**src/hw/rtl/bmpw_pkg.sv**
```systemverilog
// Shared constants, queue entry type and helpers for the BMP writer.
// No dependencies; compile first.
package bmpw_pkg;

    localparam int MAX_DIMENSION = 4096;
    localparam int DIM_W         = 13;
    localparam int CNT_W         = $clog2(MAX_DIMENSION);
    localparam int STRIDE_W      = $clog2(3 * MAX_DIMENSION + 4);
    localparam int PIX_W         = 8;
    localparam int ADDR_W        = 26;
    localparam int DATA_W        = 32;
    localparam int BYTES_W       = 3;

    localparam int HDR_BYTES      = 54;
    localparam int INFO_BYTES     = 40;
    localparam int PELS_PER_METRE = 2835;
    localparam int BITS_PER_PIXEL = 24;
    localparam int COLOUR_PLANES  = 1;
    localparam logic [7:0] SIG_B  = 8'h42;
    localparam logic [7:0] SIG_M  = 8'h4D;

    localparam int HDR_WORDS      = 14;
    localparam int STEP_W         = $clog2(HDR_WORDS + 2);
    localparam logic [STEP_W-1:0] STEP_PIXEL = STEP_W'(HDR_WORDS);
    localparam logic [STEP_W-1:0] STEP_PAD   = STEP_W'(HDR_WORDS + 1);
    localparam logic [STEP_W-1:0] STEP_HDR_LAST = STEP_W'(HDR_WORDS - 1);
    localparam int WORD_BYTES     = 4;
    localparam int PIX_BYTES      = 3;
    localparam int HDR_LAST_BYTES = 2;

    localparam int QUEUE_DEPTH = 4;
    localparam int QPTR_W      = $clog2(QUEUE_DEPTH);

    localparam int PADDR_W     = 3;
    localparam int PDATA_W     = 32;
    localparam int RESET_WIDTH  = 640;
    localparam int RESET_HEIGHT = 480;
    localparam logic REG_FRAME_WIDTH  = 1'b0;
    localparam logic REG_FRAME_HEIGHT = 1'b1;

    typedef struct packed {
        logic                hdr;
        logic                has_pad;
        logic                frame_end;
        logic [ADDR_W-1:0]   pix_addr;
        logic [3*PIX_W-1:0]  pix_data;
        logic [ADDR_W-1:0]   pad_addr;
        logic [1:0]          pad_bytes;
        logic [ADDR_W-1:0]   fsize;
        logic [ADDR_W-1:0]   img;
        logic [DIM_W-1:0]    width;
        logic [DIM_W-1:0]    height;
    } t_job;

    function automatic logic [DIM_W-1:0] clamp_dim(input logic [DIM_W-1:0] v);
        logic [DIM_W-1:0] c;
        c = v;
        if (v == '0) begin
            c = DIM_W'(1);
        end else if (int'(v) > MAX_DIMENSION) begin
            c = DIM_W'(MAX_DIMENSION);
        end
        return c;
    endfunction

endpackage

```
**src/hw/rtl/bmpw_ifs.sv**
```systemverilog
// Pixel and write channel interfaces of the BMP writer.
// Depends on bmpw_pkg.
interface bmpw_pix_if;
    import bmpw_pkg::*;
    logic             valid;
    logic             ready;
    logic [PIX_W-1:0] red_value;
    logic [PIX_W-1:0] green_value;
    logic [PIX_W-1:0] blue_value;

    modport source (output valid, output red_value, output green_value,
                    output blue_value, input ready);
    modport sink (input valid, input red_value, input green_value,
                  input blue_value, output ready);
endinterface

interface bmpw_wr_if;
    import bmpw_pkg::*;
    logic               valid;
    logic               ready;
    logic [ADDR_W-1:0]  write_address;
    logic [DATA_W-1:0]  write_data;
    logic [BYTES_W-1:0] write_bytes;
    logic               last_of_run;
    logic               frame_done;
    logic [ADDR_W-1:0]  file_size_bytes;

    modport source (output valid, output write_address, output write_data,
                    output write_bytes, output last_of_run, output frame_done,
                    output file_size_bytes, input ready);
    modport sink (input valid, input write_address, input write_data,
                  input write_bytes, input last_of_run, input frame_done,
                  input file_size_bytes, output ready);
endinterface

```
**src/hw/rtl/bmpw_front.sv**
```systemverilog
// Front end: accepts pixels, tracks raster position and works out addresses.
// Depends on bmpw_pkg and bmpw_pix_if.
module bmpw_front (
    input  logic                        i_clk,
    input  logic                        i_rst_n,
    bmpw_pix_if.sink                    i_pix,
    input  logic [bmpw_pkg::DIM_W-1:0]  i_frame_width,
    input  logic [bmpw_pkg::DIM_W-1:0]  i_frame_height,
    input  logic                        i_full,
    output logic                        o_push,
    output bmpw_pkg::t_job              o_job
);
    import bmpw_pkg::*;

    logic [DIM_W-1:0]  w, h, w_m1, h_m1;
    logic [CNT_W-1:0]  col, row, n_col, n_row;
    logic              row_end, frame_end, n_hdr_done;
    logic              accept, en1, en2;

    logic [CNT_W-1:0]  r_col, r_row;
    logic              r_hdr_done;

    logic              r_s1_valid;
    logic [PIX_W-1:0]  r_s1_red, r_s1_green, r_s1_blue;
    logic [CNT_W-1:0]  r_s1_col, r_s1_rows_below;
    logic [DIM_W-1:0]  r_s1_w, r_s1_h;
    logic              r_s1_hdr, r_s1_row_end, r_s1_frame_end;

    logic [STRIDE_W-1:0]       s1_w3, s1_stride, s1_col3;
    logic [STRIDE_W+DIM_W-1:0] s1_img;
    logic [STRIDE_W+CNT_W-1:0] s1_off;

    logic                r_s2_valid;
    logic [3*PIX_W-1:0]  r_s2_pix;
    logic [STRIDE_W-1:0] r_s2_col3, r_s2_w3;
    logic [ADDR_W-1:0]   r_s2_off, r_s2_img;
    logic                r_s2_hdr, r_s2_has_pad, r_s2_frame_end;
    logic [1:0]          r_s2_pad;
    logic [DIM_W-1:0]    r_s2_w, r_s2_h;

    logic [ADDR_W-1:0]   row_base;

    assign w    = clamp_dim(i_frame_width);
    assign h    = clamp_dim(i_frame_height);
    assign w_m1 = w - DIM_W'(1);
    assign h_m1 = h - DIM_W'(1);

    assign col = (DIM_W'(r_col) >= w) ? CNT_W'(w_m1) : r_col;
    assign row = (DIM_W'(r_row) >= h) ? CNT_W'(h_m1) : r_row;
    assign row_end   = (DIM_W'(col) == w_m1);
    assign frame_end = row_end && (DIM_W'(row) == h_m1);

    assign n_col      = row_end ? '0 : col + CNT_W'(1);
    assign n_row      = frame_end ? '0 : (row_end ? row + CNT_W'(1) : row);
    assign n_hdr_done = !frame_end;

    assign en2         = !r_s2_valid || !i_full;
    assign en1         = !r_s1_valid || en2;
    assign i_pix.ready = en1;
    assign accept      = i_pix.valid && en1;
    assign o_push      = r_s2_valid && !i_full;

    always_ff @(posedge i_clk) begin
        if (!i_rst_n) begin
            r_col      <= '0;
            r_row      <= '0;
            r_hdr_done <= 1'b0;
        end else if (accept) begin
            r_col      <= n_col;
            r_row      <= n_row;
            r_hdr_done <= n_hdr_done;
        end
    end

    always_ff @(posedge i_clk) begin
        if (!i_rst_n) begin
            r_s1_valid <= 1'b0;
            r_s2_valid <= 1'b0;
        end else begin
            if (en1) begin
                r_s1_valid <= i_pix.valid;
            end
            if (en2) begin
                r_s2_valid <= r_s1_valid;
            end
        end
    end

    always_ff @(posedge i_clk) begin
        if (accept) begin
            r_s1_red        <= i_pix.red_value;
            r_s1_green      <= i_pix.green_value;
            r_s1_blue       <= i_pix.blue_value;
            r_s1_col        <= col;
            r_s1_rows_below <= CNT_W'(h_m1 - DIM_W'(row));
            r_s1_w          <= w;
            r_s1_h          <= h;
            r_s1_hdr        <= !r_hdr_done;
            r_s1_row_end    <= row_end;
            r_s1_frame_end  <= frame_end;
        end
    end

    assign s1_w3     = STRIDE_W'({r_s1_w, 1'b0}) + STRIDE_W'(r_s1_w);
    assign s1_stride = s1_w3 + STRIDE_W'(r_s1_w[1:0]);
    assign s1_col3   = STRIDE_W'({r_s1_col, 1'b0}) + STRIDE_W'(r_s1_col);
    assign s1_img    = s1_stride * r_s1_h;
    assign s1_off    = s1_stride * r_s1_rows_below;

    always_ff @(posedge i_clk) begin
        if (en2 && r_s1_valid) begin
            r_s2_pix       <= {r_s1_red, r_s1_green, r_s1_blue};
            r_s2_col3      <= s1_col3;
            r_s2_w3        <= s1_w3;
            r_s2_off       <= ADDR_W'(s1_off);
            r_s2_img       <= ADDR_W'(s1_img);
            r_s2_hdr       <= r_s1_hdr;
            r_s2_has_pad   <= r_s1_row_end && (r_s1_w[1:0] != 2'b00);
            r_s2_pad       <= r_s1_w[1:0];
            r_s2_frame_end <= r_s1_frame_end;
            r_s2_w         <= r_s1_w;
            r_s2_h         <= r_s1_h;
        end
    end

    assign row_base = ADDR_W'(HDR_BYTES) + r_s2_off;

    always_comb begin
        o_job.hdr       = r_s2_hdr;
        o_job.has_pad   = r_s2_has_pad;
        o_job.frame_end = r_s2_frame_end;
        o_job.pix_addr  = row_base + ADDR_W'(r_s2_col3);
        o_job.pix_data  = r_s2_pix;
        o_job.pad_addr  = row_base + ADDR_W'(r_s2_w3);
        o_job.pad_bytes = r_s2_pad;
        o_job.fsize     = ADDR_W'(HDR_BYTES) + r_s2_img;
        o_job.img       = r_s2_img;
        o_job.width     = r_s2_w;
        o_job.height    = r_s2_h;
    end

endmodule

```
**src/hw/rtl/bmpw_queue.sv**
```systemverilog
// Short job queue between front end and write sequencer.
// Depends on bmpw_pkg.
module bmpw_queue (
    input  logic           i_clk,
    input  logic           i_rst_n,
    input  logic           i_push,
    input  bmpw_pkg::t_job i_job,
    input  logic           i_pop,
    output bmpw_pkg::t_job o_job,
    output logic           o_full,
    output logic           o_empty
);
    import bmpw_pkg::*;

    t_job              r_mem [QUEUE_DEPTH];
    logic [QPTR_W-1:0] r_wptr, r_rptr;
    logic [QPTR_W:0]   r_count;

    assign o_full  = (r_count == (QPTR_W+1)'(QUEUE_DEPTH));
    assign o_empty = (r_count == '0);
    assign o_job   = r_mem[r_rptr];

    always_ff @(posedge i_clk) begin
        if (i_push) begin
            r_mem[r_wptr] <= i_job;
        end
    end

    always_ff @(posedge i_clk) begin
        if (!i_rst_n) begin
            r_wptr  <= '0;
            r_rptr  <= '0;
            r_count <= '0;
        end else begin
            if (i_push) begin
                r_wptr <= (r_wptr == QPTR_W'(QUEUE_DEPTH - 1)) ? '0 : r_wptr + QPTR_W'(1);
            end
            if (i_pop) begin
                r_rptr <= (r_rptr == QPTR_W'(QUEUE_DEPTH - 1)) ? '0 : r_rptr + QPTR_W'(1);
            end
            if (i_push && !i_pop) begin
                r_count <= r_count + (QPTR_W+1)'(1);
            end else if (i_pop && !i_push) begin
                r_count <= r_count - (QPTR_W+1)'(1);
            end
        end
    end

endmodule

```
**src/hw/rtl/bmpw_back.sv**
```systemverilog
// Write sequencer: expands each job into header, pixel and padding words.
// Depends on bmpw_pkg and bmpw_wr_if.
module bmpw_back (
    input  logic           i_clk,
    input  logic           i_rst_n,
    input  bmpw_pkg::t_job i_job,
    input  logic           i_empty,
    output logic           o_pop,
    bmpw_wr_if.source      o_wr
);
    import bmpw_pkg::*;

    function automatic logic [DATA_W-1:0] hdr_word(input logic [STEP_W-1:0] idx,
                                                   input t_job j);
        logic [DATA_W-1:0] d;
        logic [15:0]       fs_lo, fs_hi, im_lo, im_hi;
        fs_lo = j.fsize[15:0];
        fs_hi = 16'(j.fsize[ADDR_W-1:16]);
        im_lo = j.img[15:0];
        im_hi = 16'(j.img[ADDR_W-1:16]);
        case (idx)
            STEP_W'(0):  d = {fs_lo, SIG_M, SIG_B};
            STEP_W'(1):  d = {16'h0, fs_hi};
            STEP_W'(2):  d = {16'(HDR_BYTES), 16'h0};
            STEP_W'(3):  d = {16'(INFO_BYTES), 16'h0};
            STEP_W'(4):  d = {16'(j.width), 16'h0};
            STEP_W'(5):  d = {16'(j.height), 16'h0};
            STEP_W'(6):  d = {16'(COLOUR_PLANES), 16'h0};
            STEP_W'(7):  d = {16'h0, 16'(BITS_PER_PIXEL)};
            STEP_W'(8):  d = {im_lo, 16'h0};
            STEP_W'(9):  d = {16'(PELS_PER_METRE), im_hi};
            STEP_W'(10): d = {16'(PELS_PER_METRE), 16'h0};
            default:     d = '0;
        endcase
        return d;
    endfunction

    logic [STEP_W-1:0]  r_step;
    logic               r_started;
    logic [STEP_W-1:0]  step;
    logic               load, final_word;

    logic               r_valid;
    logic [ADDR_W-1:0]  r_addr, r_size;
    logic [DATA_W-1:0]  r_data;
    logic [BYTES_W-1:0] r_bytes;
    logic               r_last, r_done;

    logic [ADDR_W-1:0]  n_addr, n_size;
    logic [DATA_W-1:0]  n_data;
    logic [BYTES_W-1:0] n_bytes;
    logic               n_last, n_done;

    assign step       = r_started ? r_step : (i_job.hdr ? '0 : STEP_PIXEL);
    assign load       = !i_empty && (!r_valid || o_wr.ready);
    assign final_word = (step == STEP_PAD) || ((step == STEP_PIXEL) && !i_job.has_pad);
    assign o_pop      = load && final_word;

    always_comb begin
        case (step)
            STEP_PIXEL: begin
                n_addr  = i_job.pix_addr;
                n_data  = DATA_W'(i_job.pix_data);
                n_bytes = BYTES_W'(PIX_BYTES);
                n_last  = !i_job.has_pad;
                n_done  = !i_job.has_pad && i_job.frame_end;
                n_size  = n_done ? i_job.fsize : '0;
            end
            STEP_PAD: begin
                n_addr  = i_job.pad_addr;
                n_data  = '0;
                n_bytes = BYTES_W'(i_job.pad_bytes);
                n_last  = 1'b1;
                n_done  = i_job.frame_end;
                n_size  = i_job.frame_end ? i_job.fsize : '0;
            end
            default: begin
                n_addr  = ADDR_W'({step, 2'b00});
                n_data  = hdr_word(step, i_job);
                n_bytes = (step == STEP_HDR_LAST) ? BYTES_W'(HDR_LAST_BYTES)
                                                  : BYTES_W'(WORD_BYTES);
                n_last  = 1'b0;
                n_done  = 1'b0;
                n_size  = '0;
            end
        endcase
    end

    always_ff @(posedge i_clk) begin
        if (!i_rst_n) begin
            r_valid   <= 1'b0;
            r_started <= 1'b0;
            r_step    <= '0;
        end else begin
            if (load) begin
                r_valid <= 1'b1;
            end else if (o_wr.ready) begin
                r_valid <= 1'b0;
            end
            if (load) begin
                r_started <= !final_word;
                r_step    <= step + STEP_W'(1);
            end
        end
    end

    always_ff @(posedge i_clk) begin
        if (load) begin
            r_addr  <= n_addr;
            r_data  <= n_data;
            r_bytes <= n_bytes;
            r_last  <= n_last;
            r_done  <= n_done;
            r_size  <= n_size;
        end
    end

    assign o_wr.valid           = r_valid;
    assign o_wr.write_address   = r_addr;
    assign o_wr.write_data      = r_data;
    assign o_wr.write_bytes     = r_bytes;
    assign o_wr.last_of_run     = r_last;
    assign o_wr.frame_done      = r_done;
    assign o_wr.file_size_bytes = r_size;

endmodule

```
**src/hw/rtl/rgb888_to_bmp_writer_unit.sv**
```systemverilog
// The first write of a pixel passes through the front-end stage registers, the job queue and the output register.
// Throughput: one pixel per cycle while the job queue has room; one write per cycle leaves
// while the port is ready, so a pixel costs one write, two at a padded row end, plus 14 header writes at frame start.
// The output write port sets the rate; a 4-entry job queue absorbs output stalls.
// Reset (synchronous, active low) empties pipeline and queue, zeroes the raster
// counters, rearms the header and loads 640 x 480 into the size registers.
module rgb888_to_bmp_writer_unit (
    input  logic                          i_clk,
    input  logic                          i_rst_n,
    bmpw_pix_if.sink                      i_pix,
    bmpw_wr_if.source                     o_wr,
    input  logic                          psel,
    input  logic                          penable,
    input  logic                          pwrite,
    input  logic [bmpw_pkg::PADDR_W-1:0]  paddr,
    input  logic [bmpw_pkg::PDATA_W-1:0]  pwdata,
    output logic [bmpw_pkg::PDATA_W-1:0]  prdata,
    output logic                          pready
);
    import bmpw_pkg::*;

    logic [DIM_W-1:0] r_frame_width, r_frame_height;
    logic             cfg_wr, push, pop, full, empty;
    t_job             front_job, head_job;

    assign pready = 1'b1;
    assign cfg_wr = psel && penable && pwrite;

    always_ff @(posedge i_clk) begin
        if (!i_rst_n) begin
            r_frame_width  <= DIM_W'(RESET_WIDTH);
            r_frame_height <= DIM_W'(RESET_HEIGHT);
        end else if (cfg_wr) begin
            case (paddr[PADDR_W-1])
                REG_FRAME_WIDTH:  r_frame_width  <= pwdata[DIM_W-1:0];
                REG_FRAME_HEIGHT: r_frame_height <= pwdata[DIM_W-1:0];
                default: ;
            endcase
        end
    end

    always_comb begin
        case (paddr[PADDR_W-1])
            REG_FRAME_WIDTH:  prdata = PDATA_W'(r_frame_width);
            REG_FRAME_HEIGHT: prdata = PDATA_W'(r_frame_height);
            default:          prdata = '0;
        endcase
    end

    bmpw_front u_front (
        .i_clk          (i_clk),
        .i_rst_n        (i_rst_n),
        .i_pix          (i_pix),
        .i_frame_width  (r_frame_width),
        .i_frame_height (r_frame_height),
        .i_full         (full),
        .o_push         (push),
        .o_job          (front_job)
    );

    bmpw_queue u_queue (
        .i_clk   (i_clk),
        .i_rst_n (i_rst_n),
        .i_push  (push),
        .i_job   (front_job),
        .i_pop   (pop),
        .o_job   (head_job),
        .o_full  (full),
        .o_empty (empty)
    );

    bmpw_back u_back (
        .i_clk   (i_clk),
        .i_rst_n (i_rst_n),
        .i_job   (head_job),
        .i_empty (empty),
        .o_pop   (pop),
        .o_wr    (o_wr)
    );

endmodule

```
**src/flat_wrapper.sv**
```systemverilog
// flat-port wrapper written by rule: the top's interface ports become plain ports
module rgb888_to_bmp_writer_unit_flat import bmpw_pkg::*;
  (i_clk, i_rst_n, psel, penable, pwrite, paddr, pwdata, prdata, pready, i_pix_valid, i_pix_red_value, i_pix_green_value, i_pix_blue_value, i_pix_ready, o_wr_valid, o_wr_write_address, o_wr_write_data, o_wr_write_bytes, o_wr_last_of_run, o_wr_frame_done, o_wr_file_size_bytes, o_wr_ready);
  bmpw_pix_if i_pix_i ();
  bmpw_wr_if o_wr_i ();
  input  logic i_clk;
  input  logic i_rst_n;
  input  logic psel;
  input  logic penable;
  input  logic pwrite;
  input  logic [bmpw_pkg::PADDR_W-1:0] paddr;
  input  logic [bmpw_pkg::PDATA_W-1:0] pwdata;
  output logic [bmpw_pkg::PDATA_W-1:0] prdata;
  output logic pready;
  input wire logic [$bits(i_pix_i.valid)-1:0] i_pix_valid;
  input wire logic [$bits(i_pix_i.red_value)-1:0] i_pix_red_value;
  input wire logic [$bits(i_pix_i.green_value)-1:0] i_pix_green_value;
  input wire logic [$bits(i_pix_i.blue_value)-1:0] i_pix_blue_value;
  output wire logic [$bits(i_pix_i.ready)-1:0] i_pix_ready;
  output wire logic [$bits(o_wr_i.valid)-1:0] o_wr_valid;
  output wire logic [$bits(o_wr_i.write_address)-1:0] o_wr_write_address;
  output wire logic [$bits(o_wr_i.write_data)-1:0] o_wr_write_data;
  output wire logic [$bits(o_wr_i.write_bytes)-1:0] o_wr_write_bytes;
  output wire logic [$bits(o_wr_i.last_of_run)-1:0] o_wr_last_of_run;
  output wire logic [$bits(o_wr_i.frame_done)-1:0] o_wr_frame_done;
  output wire logic [$bits(o_wr_i.file_size_bytes)-1:0] o_wr_file_size_bytes;
  input wire logic [$bits(o_wr_i.ready)-1:0] o_wr_ready;
  assign i_pix_i.valid = i_pix_valid;
  assign i_pix_i.red_value = i_pix_red_value;
  assign i_pix_i.green_value = i_pix_green_value;
  assign i_pix_i.blue_value = i_pix_blue_value;
  assign i_pix_ready = i_pix_i.ready;
  assign o_wr_valid = o_wr_i.valid;
  assign o_wr_write_address = o_wr_i.write_address;
  assign o_wr_write_data = o_wr_i.write_data;
  assign o_wr_write_bytes = o_wr_i.write_bytes;
  assign o_wr_last_of_run = o_wr_i.last_of_run;
  assign o_wr_frame_done = o_wr_i.frame_done;
  assign o_wr_file_size_bytes = o_wr_i.file_size_bytes;
  assign o_wr_i.ready = o_wr_ready;
  rgb888_to_bmp_writer_unit u_core (.i_clk(i_clk), .i_rst_n(i_rst_n), .i_pix(i_pix_i), .o_wr(o_wr_i), .psel(psel), .penable(penable), .pwrite(pwrite), .paddr(paddr), .pwdata(pwdata), .prdata(prdata), .pready(pready));
endmodule
```
**config.mk**
```make
export PLATFORM = sky130hd
export DESIGN_NAME = rgb888_to_bmp_writer_unit_flat
export DESIGN_NICKNAME = d
export VERILOG_FILES = /design/src/hw/rtl/bmpw_pkg.sv /design/src/hw/rtl/bmpw_ifs.sv /design/src/hw/rtl/bmpw_front.sv /design/src/hw/rtl/bmpw_queue.sv /design/src/hw/rtl/bmpw_back.sv /design/src/hw/rtl/rgb888_to_bmp_writer_unit.sv /design/src/flat_wrapper.sv
export SDC_FILE = /design/constraint.sdc
export NUM_CORES = 2
export LEC_CHECK = 0
export ABC_AREA = 0
export BUFFER_PORTS_ARGS = -buffer_cell sky130_fd_sc_hd__buf_2
export CORE_ASPECT_RATIO = 1.5
export CORE_MARGIN = 5
export CORE_UTILIZATION = 45
export CTS_CLUSTER_SIZE = 28
export DETAILED_ROUTE_END_ITERATION = 12
export PLACE_DENSITY = 0.68
export REMOVE_ABC_BUFFERS = 1
export SLEW_MARGIN = 20
export SYNTH_ARGS = -nofsm -noshare
export SYNTH_HDL_FRONTEND = slang
export SYNTH_SLANG_ARGS = --single-unit
export TNS_END_PERCENT = 50
```
**constraint.sdc**
```tcl
create_clock -name i_clk -period 9.8 [get_ports i_clk]
set_input_delay 1.96 -clock i_clk [delete_from_list [all_inputs] [get_ports i_clk]]
set_output_delay 1.96 -clock i_clk [all_outputs]
set_load 0.01 [all_outputs]
```
==> run metrics <==
number of synthesized register bits=979; clk sinks=979; Die Span Y=427 microns; Mapped Cells=3,869; Hold Path Origin=u_core.u_front.r_s1_blue[0]; cell mode on critical path=fa_1; Synth Warn #=0; Tcrit/Tclk final=88.5%; full die area=123,000 sq um; max-cap viol count=0; Worst Skew=55.5 ps; CP Data Required Time=10,210 ps; worst slew pin tran=1070 ps; latest clock arrival within the worst-skew pair=710 ps; Global Route Usage Sum=18.8%; Final Wtd Congestion=0.880; status=complete, no violations; mux contribution to synthesized area=7.28%; hold_buf cts=0; # rows=153; Seq/Total Area, Yosys=55.0%; Vias/cell=5.45; crit path time final=8670 ps; fmax=115 MHz; Hold WS=414 ps; unique cell type count in the Yosys netlist=81; final WL=115 mm; CP Max Fanout=6; largest family of logic cells by synthesized area=adder cells; WL per Instance=20.4 microns; slowest stage delay, CP=540 ps; Simple-Gate Fraction of Synth Area=9.63%; adder-cell area share of the yosys netlist=14.7%; Fill cells=9,846; first-pass detailed-route iteration total=5; internal reg-to-reg setup slack=1130 ps; family with the most delay on the worst path=adder cells; TritonCTS clock tree=built; clock tree buffer depth=3; Main synth FF type=edfxtp_1; H-tree depth=3; worst flop-to-flop path startpoint=u_core.u_front.r_s1_w[1]; XOR/XNOR Fraction of Synth Area=3.18%; fin. max-slew vios=0; post-CTS setup buffer count=0; Routed Antenna Nets=0; final setup fails=0; PnR worst setup slack=1130 ps; hold path depth=0; synth-to-layout area growth=10.3%; Die X=288 microns; number of synthesized flops with an enable pin=911; hold endpoint=u_core.u_front.r_s2_pix[0]; CP Class=register to register; initial antenna violation count=2; pre-CTS WS=1170 ps; global-route wire length before repair=181 mm; Starting Density=45.2%; Syn Area/Cell=13.5 sq um; Nets=4,532; Post-synth ARST share=0%; Port Buffer Count=147; gr ovfl total=0; Max stage delay cell, worst path=fa_1; fraction of layout cells with a size suffix above 1=12.6%; clk root buf=clkbuf_16; largest net degree at the start of global routing=152; Slew Limit Headroom=28.5%; most common cell after layout, fill and taps aside=edfxtp_1; crit path capture type=register; quantity of gates resized following cts=0; most frequent cells in the layout=911 x edfxtp_1, 388 x inv_1, 351 x nand2_1, 236 x fa_1, 235 x ha_1; Vias=30,600; class of the worst hold path=register to register; DP Wirelength=79.9 mm; vias in the first global route=32,500; RSZ-0062 raised after global routing=no; crit path DAT=9080 ps; clk slew on worst S/H paths=70 ps; CTS Buf Count=90; DR DRC count=0; Worst Setup Start Kind=register; CP Buf/Inv Count=5; Post-Syn Area=52,200 sq um; final number of hold-violating endpoints=0; Detailed Route Iter0 Violations=1,974; I/O Pins=190; core box area=116,000 sq um; setup TNS=0 ps; post-synthesis compound-gate area fraction=6.04%; Reg2Reg Depth=31; worst r2r dst=u_core.u_front.r_s2_img[25]
## sequential cells by signal, summed over array words and instances, names as in the netlist, 24 cells and up, named ones only
name	count
u_core.u_back.o_wr.write_address	26
u_core.u_front.r_s2_pix	24
u_core.u_back.o_wr.file_size_bytes	25
u_core.u_queue.r_mem	616
u_core.u_back.o_wr.write_data	32
u_core.u_front.r_s2_img	25
u_core.u_front.r_s2_off	25
## routing by layer
layer	GRT usage, %	vias to the layer above	routed length, microns
met5	0	-	0
met4	7.34	0	4420
met3	2.23	193	4640
met2	35.2	736	61400
met1	21.8	15600	44100
li1	-	14100	-
## synth_stat cells, types with 6 or more instances
library cell / n / area share [%]
edfxtp_1: 911 / 52
inv_1: 388 / 2.8
nand2_1: 351 / 2.5
fa_1: 236 / 9.0
ha_1: 235 / 5.6
and2_1: 185 / 2.2
mux4_2: 145 / 6.3
xnor2_1: 138 / 2.3
clkbuf_1: 136 / 0.98
nor2_1: 132 / 0.95
a21oi_1: 99 / 0.95
o21ai_0: 95 / 0.91
dfxtp_1: 68 / 2.6
nand3_1: 58 / 0.56
and3_1: 57 / 0.68
nor3_1: 50 / 0.48
xor2_1: 49 / 0.82
nor2b_1: 47 / 0.56
mux2i_1: 38 / 0.73
a21boi_0: 37 / 0.53
a22o_1: 37 / 0.62
a22oi_1: 25 / 0.36
nand4_1: 25 / 0.30
a21o_1: 24 / 0.34
buf_4: 21 / 0.30
o21a_1: 20 / 0.29
nand2b_1: 18 / 0.22
or3_1: 17 / 0.20
a211oi_1: 15 / 0.22
mux2_2: 14 / 0.30
nor4_1: 14 / 0.17
buf_1: 12 / 0.086
o22ai_1: 10 / 0.12
a31oi_1: 9 / 0.11
o211ai_1: 9 / 0.13
o21bai_1: 9 / 0.13
o31ai_1: 9 / 0.13
or2_2: 9 / 0.11
and4_1: 8 / 0.13
nor3b_1: 6 / 0.086
or4_1: 6 / 0.086
## how the worst max path moves through the flow
stage,from,to,depth (start not counted),slack (ps)
5_1_grt,u_core.u_front.r_s1_w[1],u_core.u_front.r_s2_img[25],30,560
4_1_cts,u_core.u_front.r_s1_w[1],u_core.u_front.r_s2_img[25],30,1130
6_report,u_core.u_front.r_s1_w[1],u_core.u_front.r_s2_img[25],31,1130
3_5_place_dp,u_core.u_front.r_s1_w[1],u_core.u_front.r_s2_img[25],31,1170
3_3_place_gp,u_core.u_front.r_s1_w[1],u_core.u_front.r_s2_img[25],31,1240
2_1_floorplan,register,u_core.u_queue.r_count[2],13,-1100
## worst reg2reg max path: cells and delay by family, from the launching register on
family	cells	cell delay, ps
AO/OA/AOI/OAI	9	2000
XOR/XNOR	3	990
adder cells (fa/ha/maj)	8	3460
buffers and inverters	5	260
flip-flops	1	470
AND/OR/NAND/NOR	6	1240
## final cells by class
type                            instances  area, sq um  area share, %
Clock inverter                         47          556          0.964
Tap cell                             1550         1940           3.37
Sequential cell                       979        28700           49.9
Timing Repair Buffer                  188         1080           1.88
Multi-Input combinational cell       2346        21500           37.2
Antenna cell                            1         2.50        0.00434
Inverter                              390         1470           2.55
Clock buffer                          111         2380           4.14
## cells by family after synthesis
family / Yosys count
AOI/OAI and AO/OA: 465
other: 2
buffers and inverters: 563
and+or+nand+nor: 1004
muxes: 197
adders and majority gates: 471
DFF: 979
xor gates and xnor gates: 188
## stage by stage
stage	utilization [%]	cell area, sq um	cells
floorplan	-	51600	3715
finish	49.8	57600	5612
global route	49.8	57600	5612
detailed placement	47.3	54700	5453
global placement	47.3	54700	5453
CTS	49.8	57600	5611
Power is not shown: default switching activity piles up to over one toggle a cycle in this logic, so the estimate is an artifact.
